<file path="src/hdl/ale_pkg.sv">
package ale_pkg;

    // Operation codes
    localparam logic [2:0] OP_APPEND      = 3'd0;
    localparam logic [2:0] OP_INSERT      = 3'd1;
    localparam logic [2:0] OP_REMOVE_LAST = 3'd2;
    localparam logic [2:0] OP_REMOVE_AT   = 3'd3;
    localparam logic [2:0] OP_OVERWRITE   = 3'd4;
    localparam logic [2:0] OP_SEARCH      = 3'd5;

    // Status codes
    localparam logic [1:0] ST_OK     = 2'd0;
    localparam logic [1:0] ST_BADPOS = 2'd1;
    localparam logic [1:0] ST_EMPTY  = 2'd2;
    localparam logic [1:0] ST_FULL   = 2'd3;

    typedef struct packed {
        logic [2:0]  op;
        logic [4:0]  position;
        logic [31:0] value;
    } req_t;

    typedef struct packed {
        logic [1:0] status;
        logic       found;
        logic [4:0] found_index;
        logic [5:0] count;
        logic       is_empty;
    } rsp_t;

    typedef enum logic [2:0] {
        S_IDLE,
        S_SHIFT_UP,
        S_INS_WR,
        S_SHIFT_DN,
        S_SEARCH
    } state_t;

endpackage

</file>
<file path="src/hdl/ale_ram.sv">
module ale_ram #(
    parameter int WIDTH = 32,
    parameter int DEPTH = 32
) (
    input  logic                     clk,
    input  logic                     we,
    input  logic [$clog2(DEPTH)-1:0] waddr,
    input  logic [WIDTH-1:0]         wdata,
    input  logic [$clog2(DEPTH)-1:0] raddr,
    output logic [WIDTH-1:0]         rdata
);

    logic [WIDTH-1:0] mem_reg [DEPTH];
    logic [WIDTH-1:0] rdata_reg;

    // One write port, one registered read port
    always_ff @(posedge clk)
    begin
        if (we)
        begin
            mem_reg[waddr] <= wdata;
        end
        rdata_reg <= mem_reg[raddr];
    end

    assign rdata = rdata_reg;

endmodule

</file>
<file path="src/hdl/array_list_engine.sv">
// Bounded ordered list engine.
// A request is taken when start is high and busy is low; it carries an
// operation, a position and a value. Exactly one result comes back per
// request, shown on rsp for one cycle with done high; it must be taken then.
// Append, remove last and overwrite, insert at the count, remove at the last
// position, search of an empty list, unused codes and any request rejected
// by its checks answer in the cycle after acceptance and leave busy low.
// Insert at a position p below the count moves count-p elements. Remove at
// position p moves count-p-1 elements. Search reads one element per cycle
// from index zero and stops at the first hit or after the last element.
// Busy is high meanwhile and drops in the result cycle, so the next item
// can be taken at the edge that takes a result. The element memory has one
// registered read and one write per cycle, so a shift or a scan moves one
// element a cycle.
// Reset empties the list (count zero) and returns the sequencer to idle;
// the memory holds no reset value and no data read beyond the count is used.
module array_list_engine #(
    parameter int CAPACITY      = 32,
    parameter int ELEMENT_WIDTH = 32
) (
    input  logic          clk,
    input  logic          rst_n,
    input  logic          start,
    input  ale_pkg::req_t req,
    output logic          busy,
    output logic          done,
    output ale_pkg::rsp_t rsp
);

    import ale_pkg::*;

    localparam int AW   = $clog2(CAPACITY);
    localparam int CW   = $clog2(CAPACITY + 1);
    // wide enough for position+1 and the count
    localparam int CMPW = (CW > 6) ? CW : 6;

    state_t                   state_reg, state_next;
    logic [CW-1:0]            count_reg, count_next;
    logic [AW-1:0]            ptr_reg, ptr_next;
    logic [AW-1:0]            pos_reg, pos_next;
    logic [ELEMENT_WIDTH-1:0] val_reg, val_next;
    logic                     done_reg, done_next;
    rsp_t                     rsp_reg, rsp_next;

    // Memory port signals
    logic                     mem_we;
    logic [AW-1:0]            mem_waddr;
    logic [ELEMENT_WIDTH-1:0] mem_wdata;
    logic [AW-1:0]            mem_raddr;
    logic [ELEMENT_WIDTH-1:0] mem_rdata;

    // Request decode
    logic                     accept;
    logic                     is_full;
    logic                     is_zero;
    logic [CMPW-1:0]          cnt_x;
    logic [CMPW-1:0]          pos_x;
    logic [AW-1:0]            req_pos;
    logic [ELEMENT_WIDTH-1:0] req_val;

    // Step results
    logic [1:0]               status_w;
    logic                     hit_w;
    logic                     fin_w;

    assign busy    = (state_reg != S_IDLE);
    assign accept  = start && !busy;
    assign is_full = (count_reg == CW'(CAPACITY));
    assign is_zero = (count_reg == '0);
    assign cnt_x   = CMPW'(count_reg);
    assign pos_x   = CMPW'(req.position);
    assign req_pos = AW'(req.position);
    assign req_val = ELEMENT_WIDTH'(req.value);

    ale_ram #(
        .WIDTH (ELEMENT_WIDTH),
        .DEPTH (CAPACITY)
    ) u_ale_ram (
        .clk   (clk),
        .we    (mem_we),
        .waddr (mem_waddr),
        .wdata (mem_wdata),
        .raddr (mem_raddr),
        .rdata (mem_rdata)
    );

    // Next state
    always_comb
    begin
        state_next = state_reg;
        case (state_reg)
            S_IDLE:
            begin
                if (accept)
                begin
                    case (req.op)
                        OP_INSERT:
                        begin
                            if (!is_full && (pos_x < cnt_x))
                            begin
                                state_next = S_SHIFT_UP;
                            end
                        end
                        OP_REMOVE_AT:
                        begin
                            if (!is_zero && ((pos_x + CMPW'(1)) < cnt_x))
                            begin
                                state_next = S_SHIFT_DN;
                            end
                        end
                        OP_SEARCH:
                        begin
                            if (!is_zero)
                            begin
                                state_next = S_SEARCH;
                            end
                        end
                        default:
                        begin
                            state_next = S_IDLE;
                        end
                    endcase
                end
            end
            S_SHIFT_UP:
            begin
                if (ptr_reg == (pos_reg + AW'(1)))
                begin
                    state_next = S_INS_WR;
                end
            end
            S_INS_WR:
            begin
                state_next = S_IDLE;
            end
            S_SHIFT_DN:
            begin
                if (!((CW'(ptr_reg) + CW'(2)) < count_reg))
                begin
                    state_next = S_IDLE;
                end
            end
            S_SEARCH:
            begin
                if ((mem_rdata == val_reg) || !((CW'(ptr_reg) + CW'(1)) < count_reg))
                begin
                    state_next = S_IDLE;
                end
            end
            default:
            begin
                state_next = S_IDLE;
            end
        endcase
    end

    // Datapath and memory control
    always_comb
    begin
        mem_we     = 1'b0;
        mem_waddr  = ptr_reg;
        mem_wdata  = mem_rdata;
        mem_raddr  = '0;
        count_next = count_reg;
        ptr_next   = ptr_reg;
        pos_next   = pos_reg;
        val_next   = val_reg;
        status_w   = ST_OK;
        hit_w      = 1'b0;
        fin_w      = 1'b0;

        case (state_reg)
            S_IDLE:
            begin
                if (accept)
                begin
                    pos_next = req_pos;
                    val_next = req_val;
                    case (req.op)
                        OP_APPEND:
                        begin
                            fin_w = 1'b1;
                            if (is_full)
                            begin
                                status_w = ST_FULL;
                            end
                            else
                            begin
                                mem_we     = 1'b1;
                                mem_waddr  = AW'(count_reg);
                                mem_wdata  = req_val;
                                count_next = count_reg + CW'(1);
                            end
                        end
                        OP_INSERT:
                        begin
                            if (is_full)
                            begin
                                status_w = ST_FULL;
                                fin_w    = 1'b1;
                            end
                            else if (pos_x > cnt_x)
                            begin
                                status_w = ST_BADPOS;
                                fin_w    = 1'b1;
                            end
                            else if (pos_x == cnt_x)
                            begin
                                // insert at the end is an append
                                mem_we     = 1'b1;
                                mem_waddr  = AW'(count_reg);
                                mem_wdata  = req_val;
                                count_next = count_reg + CW'(1);
                                fin_w      = 1'b1;
                            end
                            else
                            begin
                                // move the tail up, starting at the last element
                                mem_raddr = AW'(count_reg - CW'(1));
                                ptr_next  = AW'(count_reg);
                            end
                        end
                        OP_REMOVE_LAST:
                        begin
                            fin_w = 1'b1;
                            if (is_zero)
                            begin
                                status_w = ST_EMPTY;
                            end
                            else
                            begin
                                count_next = count_reg - CW'(1);
                            end
                        end
                        OP_REMOVE_AT:
                        begin
                            if (is_zero)
                            begin
                                status_w = ST_EMPTY;
                                fin_w    = 1'b1;
                            end
                            else if (pos_x >= cnt_x)
                            begin
                                status_w = ST_BADPOS;
                                fin_w    = 1'b1;
                            end
                            else if ((pos_x + CMPW'(1)) == cnt_x)
                            begin
                                count_next = count_reg - CW'(1);
                                fin_w      = 1'b1;
                            end
                            else
                            begin
                                // move the tail down, starting just above pos
                                mem_raddr = req_pos + AW'(1);
                                ptr_next  = req_pos;
                            end
                        end
                        OP_OVERWRITE:
                        begin
                            fin_w = 1'b1;
                            if (is_zero)
                            begin
                                status_w = ST_EMPTY;
                            end
                            else if (pos_x >= cnt_x)
                            begin
                                status_w = ST_BADPOS;
                            end
                            else
                            begin
                                mem_we    = 1'b1;
                                mem_waddr = req_pos;
                                mem_wdata = req_val;
                            end
                        end
                        OP_SEARCH:
                        begin
                            if (is_zero)
                            begin
                                fin_w = 1'b1;
                            end
                            else
                            begin
                                mem_raddr = '0;
                                ptr_next  = '0;
                            end
                        end
                        default:
                        begin
                            fin_w = 1'b1;
                        end
                    endcase
                end
            end
            S_SHIFT_UP:
            begin
                // element ptr-1 arrives, lands at ptr
                mem_we    = 1'b1;
                mem_waddr = ptr_reg;
                mem_wdata = mem_rdata;
                if (ptr_reg != (pos_reg + AW'(1)))
                begin
                    mem_raddr = ptr_reg - AW'(2);
                    ptr_next  = ptr_reg - AW'(1);
                end
            end
            S_INS_WR:
            begin
                mem_we     = 1'b1;
                mem_waddr  = pos_reg;
                mem_wdata  = val_reg;
                count_next = count_reg + CW'(1);
                fin_w      = 1'b1;
            end
            S_SHIFT_DN:
            begin
                // element ptr+1 arrives, lands at ptr
                mem_we    = 1'b1;
                mem_waddr = ptr_reg;
                mem_wdata = mem_rdata;
                if ((CW'(ptr_reg) + CW'(2)) < count_reg)
                begin
                    mem_raddr = ptr_reg + AW'(2);
                    ptr_next  = ptr_reg + AW'(1);
                end
                else
                begin
                    count_next = count_reg - CW'(1);
                    fin_w      = 1'b1;
                end
            end
            S_SEARCH:
            begin
                // element ptr arrives, compare against the key
                if (mem_rdata == val_reg)
                begin
                    hit_w = 1'b1;
                    fin_w = 1'b1;
                end
                else if ((CW'(ptr_reg) + CW'(1)) < count_reg)
                begin
                    mem_raddr = ptr_reg + AW'(1);
                    ptr_next  = ptr_reg + AW'(1);
                end
                else
                begin
                    fin_w = 1'b1;
                end
            end
            default:
            begin
                fin_w = 1'b0;
            end
        endcase
    end

    // Result assembly
    always_comb
    begin
        done_next            = fin_w;
        rsp_next.status      = status_w;
        rsp_next.found       = hit_w;
        rsp_next.found_index = hit_w ? 5'(ptr_reg) : 5'd0;
        rsp_next.count       = 6'(count_next);
        rsp_next.is_empty    = (count_next == '0);
    end

    // Control registers
    always_ff @(posedge clk or negedge rst_n)
    begin
        if (!rst_n)
        begin
            state_reg <= S_IDLE;
            count_reg <= '0;
            done_reg  <= 1'b0;
        end
        else
        begin
            state_reg <= state_next;
            count_reg <= count_next;
            done_reg  <= done_next;
        end
    end

    // Payload registers
    always_ff @(posedge clk)
    begin
        ptr_reg <= ptr_next;
        pos_reg <= pos_next;
        val_reg <= val_next;
        rsp_reg <= rsp_next;
    end

    assign done = done_reg;
    assign rsp  = rsp_reg;

endmodule

</file>
<file path="config.mk">
export PLATFORM = sky130hd
export DESIGN_NAME = array_list_engine
export DESIGN_NICKNAME = d
export VERILOG_FILES = /design/src/hdl/ale_pkg.sv /design/src/hdl/ale_ram.sv /design/src/hdl/array_list_engine.sv
export SDC_FILE = /design/constraint.sdc
export NUM_CORES = 2
export LEC_CHECK = 0
export ABC_AREA = 0
export BUFFER_PORTS_ARGS = -buffer_cell sky130_fd_sc_hd__buf_2
export CELL_PAD_IN_SITES_DETAIL_PLACEMENT = 0
export CELL_PAD_IN_SITES_GLOBAL_PLACEMENT = 2
export CORE_MARGIN = 4
export CORE_UTILIZATION = 47
export CTS_BUF_LIST = sky130_fd_sc_hd__clkbuf_8
export DETAILED_ROUTE_END_ITERATION = 8
export PLACE_DENSITY_LB_ADDON = 0.1
export SLEW_MARGIN = 25
export SYNTH_ARGS = -nofsm -noshare
export SYNTH_HDL_FRONTEND = slang
export SYNTH_SLANG_ARGS = --single-unit
</file>
<file path="constraint.sdc">
create_clock -name clk -period 7 [get_ports clk]
set_clock_uncertainty 0.2 [all_clocks]
set_input_delay 0.35 -clock clk [delete_from_list [all_inputs] [get_ports clk]]
set_output_delay 0.35 -clock clk [all_outputs]
set_load 0.02 [all_outputs]
</file>
==> metrics <==
vias per std cell=6.110; Post-CTS Repair Setup Buffers=0; maximum VDD drop=0.2779 mV; Max clock buf depth=3; Post-Route WL=154500 um; area grow syn2layout=14.76%; Synth async-reset ratio=0.008905; Root Driver=clkbuf_8; hpwl dp=87150 um; I/O pin total=60; core footprint=98710 um^2; Slew @ Worst Pin=1.064 ns; worst hold path type=input pin to flop; commonest non-fill, non-tap cell in the layout=edfxtp_1; Final Hold Vio Count=0; unrepaired setup endpoints after global routing=no; chip height=324.1 um; max_cap viols=0; CTS tree=built; Min Hold Slack=0.07044 ns; final setup TNS=0 ns; initial antenna violation count=4; max reg flops=1024; library cells used by synthesis=79; placed instance area=49950 um^2; area of the multi-input gates=13150 um^2; drt first pass iters=5; worst-path maximum fanout=64; clock sink total=1123; type of the worst setup path=flop to flop; Seq/Total Area, Yosys=0.7071; cells after synthesis=3695; Tcrit/Tclk final=0.8996; DRT antenna net count=0; Most used DFF post-synth=edfxtp_1; EDFF count, synth=1066; Total GRT Usage=0.2929; Max-slew headroom=0.2905; die area=105000 um^2; Pwr Density=533.7 nW/um^2; Layout fillers=8256; Worst-Skew Late Latency=0.86 ns; Final #Nets=3964; DR WL/cell=28.96 um; GP Congestion=0.8920; critical path capture point type=flop; first-pass GRT wire length=221100 um; Yosys reg bits=1123; grt ovf=0; element type at the critical path start=flop; Final Instance Area=53890 um^2; Worst Path Arrival=6.89 ns; number of global-route vias before repair=31316; Syn. warnings=0; Die W=324.1 um; CP Data Required Time=7.59 ns; DRC Markers=0; TritonCTS Buffers=182; Final Setup Violations=0; leading cell types in the layout, fill and taps excluded=1066 x edfxtp_1, 879 x nand2_1, 321 x a21oi_1, 223 x nand3_1, 199 x clkbuf_8; Iter 0 DRT Violations=3523; largest net degree at the start of global routing=118; min Tclk post-route=6.297 ns; placed cell count=4945; Non-Filler Instances=5337; PortBufs=59; total leakage power=19.05 nW; register area=33200 um^2; overall power=0.02876 W; vias post-DR=32609; Worst-path clk slew=0.06 ns; Site Rows=115; status=finished clean; layout cells sized above 1=0.1379; Net Count, Synth=3769; Initial Util=0.4757; post-synthesis cell area=46960 um^2; Avg Inst Size Synth=12.71 um^2; Slew Limit Fails=0; htree depth=4; f_max=0.1588 GHz
==> Yosys cell counts, types with 36 or more instances <==
cell type / count / area, um^2
xor2_1: 39 / 341.6
a21oi_1: 322 / 1612
a31oi_1: 71 / 444.2
edfxtp_1: 1066 / 32010
a21o_1: 37 / 277.8
a221oi_1: 36 / 315.3
nand2_1: 879 / 3299
a211o_1: 64 / 560.5
dfxtp_1: 47 / 940.9
nor2_1: 105 / 394.1
o22ai_1: 44 / 275.3
a22oi_1: 69 / 518.0
buf_2: 73 / 365.4
clkbuf_1: 138 / 518.0
nand3_1: 223 / 1116
and3_1: 42 / 262.8
==> report_power, final <==
group	total [W]	leakage [nW]	internal [W]	switching (W)
registers	0.0103	10.2	0.00983	0.000456
logic	0.0131	6.82	0.00383	0.00926
clock network	0.00538	2.04	0.00274	0.00264
total	0.0288	19.1	0.0164	0.0124
==> final timing paths <==
| kind | startpoint | end | slack (ns) | cells after the start |
|---|---|---|---|---|
| min in group asynchronous | rst_n | state_reg[2] | 0.39 | 3 |
| setup / recovery | cnt_x[2] | u_ale_ram.rdata[19] | 0.70 | 17 |
| max in group asynchronous | rst_n | cnt_x[1] | 5.80 | 3 |
| setup reg to reg | cnt_x[2] | u_ale_ram.rdata[19] | 0.70 | 17 |
| hold reg to reg | u_ale_ram.mem_reg[20][30] | u_ale_ram.rdata[30] | 0.46 | 4 |
| hold / removal | req[0] | val_reg[0] | 0.07 | 2 |
==> area by class of cell <==
class | instances | area share
flip-flops and latches | 1123 | 0.6161
multi-input cells | 2300 | 0.2440
clock buffers | 199 | 0.05082
repair buffers | 258 | 0.04416
well taps | 1287 | 0.02988
clock inverters | 141 | 0.01305
inverters | 25 | 0.001741
diodes | 4 | 0.0001857
==> routing by layer <==
layer  global-route usage  vias to the layer above  part of all wire
met5                    0                        -                 0
met4              0.09241                        0             0.028
met3              0.05247                      256             0.079
met2               0.4683                     1441              0.47
met1               0.4115                    16639              0.43
li1                     -                    14273                 -
==> metrics by stage <==
stage                     worst slack, ns  utilization
after floorplan                     1.688            -
after CTS                          0.7242       0.5458
after global placement             0.8000       0.5057
after detailed placement           0.7437       0.5060
final                              0.7031       0.5460
after global routing               0.4380       0.5459
==> logic make-up (layout without fill, tap and decap cells) <==
| kind of cell | count (synthesis) | in the layout | synth area share |
|---|---|---|---|
| compound gates | 788 | 788 | 0.1125 |
| flops | 1123 | 1123 | 0.7071 |
| simple gates | 1389 | 1389 | 0.1286 |
| fa+ha+maj | 31 | 31 | 0.008260 |
| buf+inv | 272 | 623 | 0.02550 |
| mux | 35 | 35 | 0.007488 |
| other cells | 0 | 4 | 0 |
| xor+xnor | 57 | 57 | 0.01063 |
==> worst max-delay path: stages (launching register included) <==
cell and delay, ns:
dfrtp_1 0.78, inv_1 0.38, ha_1 0.38, and4b_1 0.24, and3_2 0.25, inv_2 0.09, ha_1 0.20, nand3_1 0.08
and4b_1 0.23, a211oi_4 0.58, nand4_4 0.53, nand2_8 0.66, buf_4 0.39, mux2i_1 0.14, a211o_1 0.35, nand3b_1 0.17
a32oi_1 0.34, a211o_1 0.17
==> timing repair <==
action | CTS | global route
hold endpoints to repair | 646 | 0
resized for setup | 0 | 0
hold buffers | 48 | 0
Power figures use the tool's default switching activity.
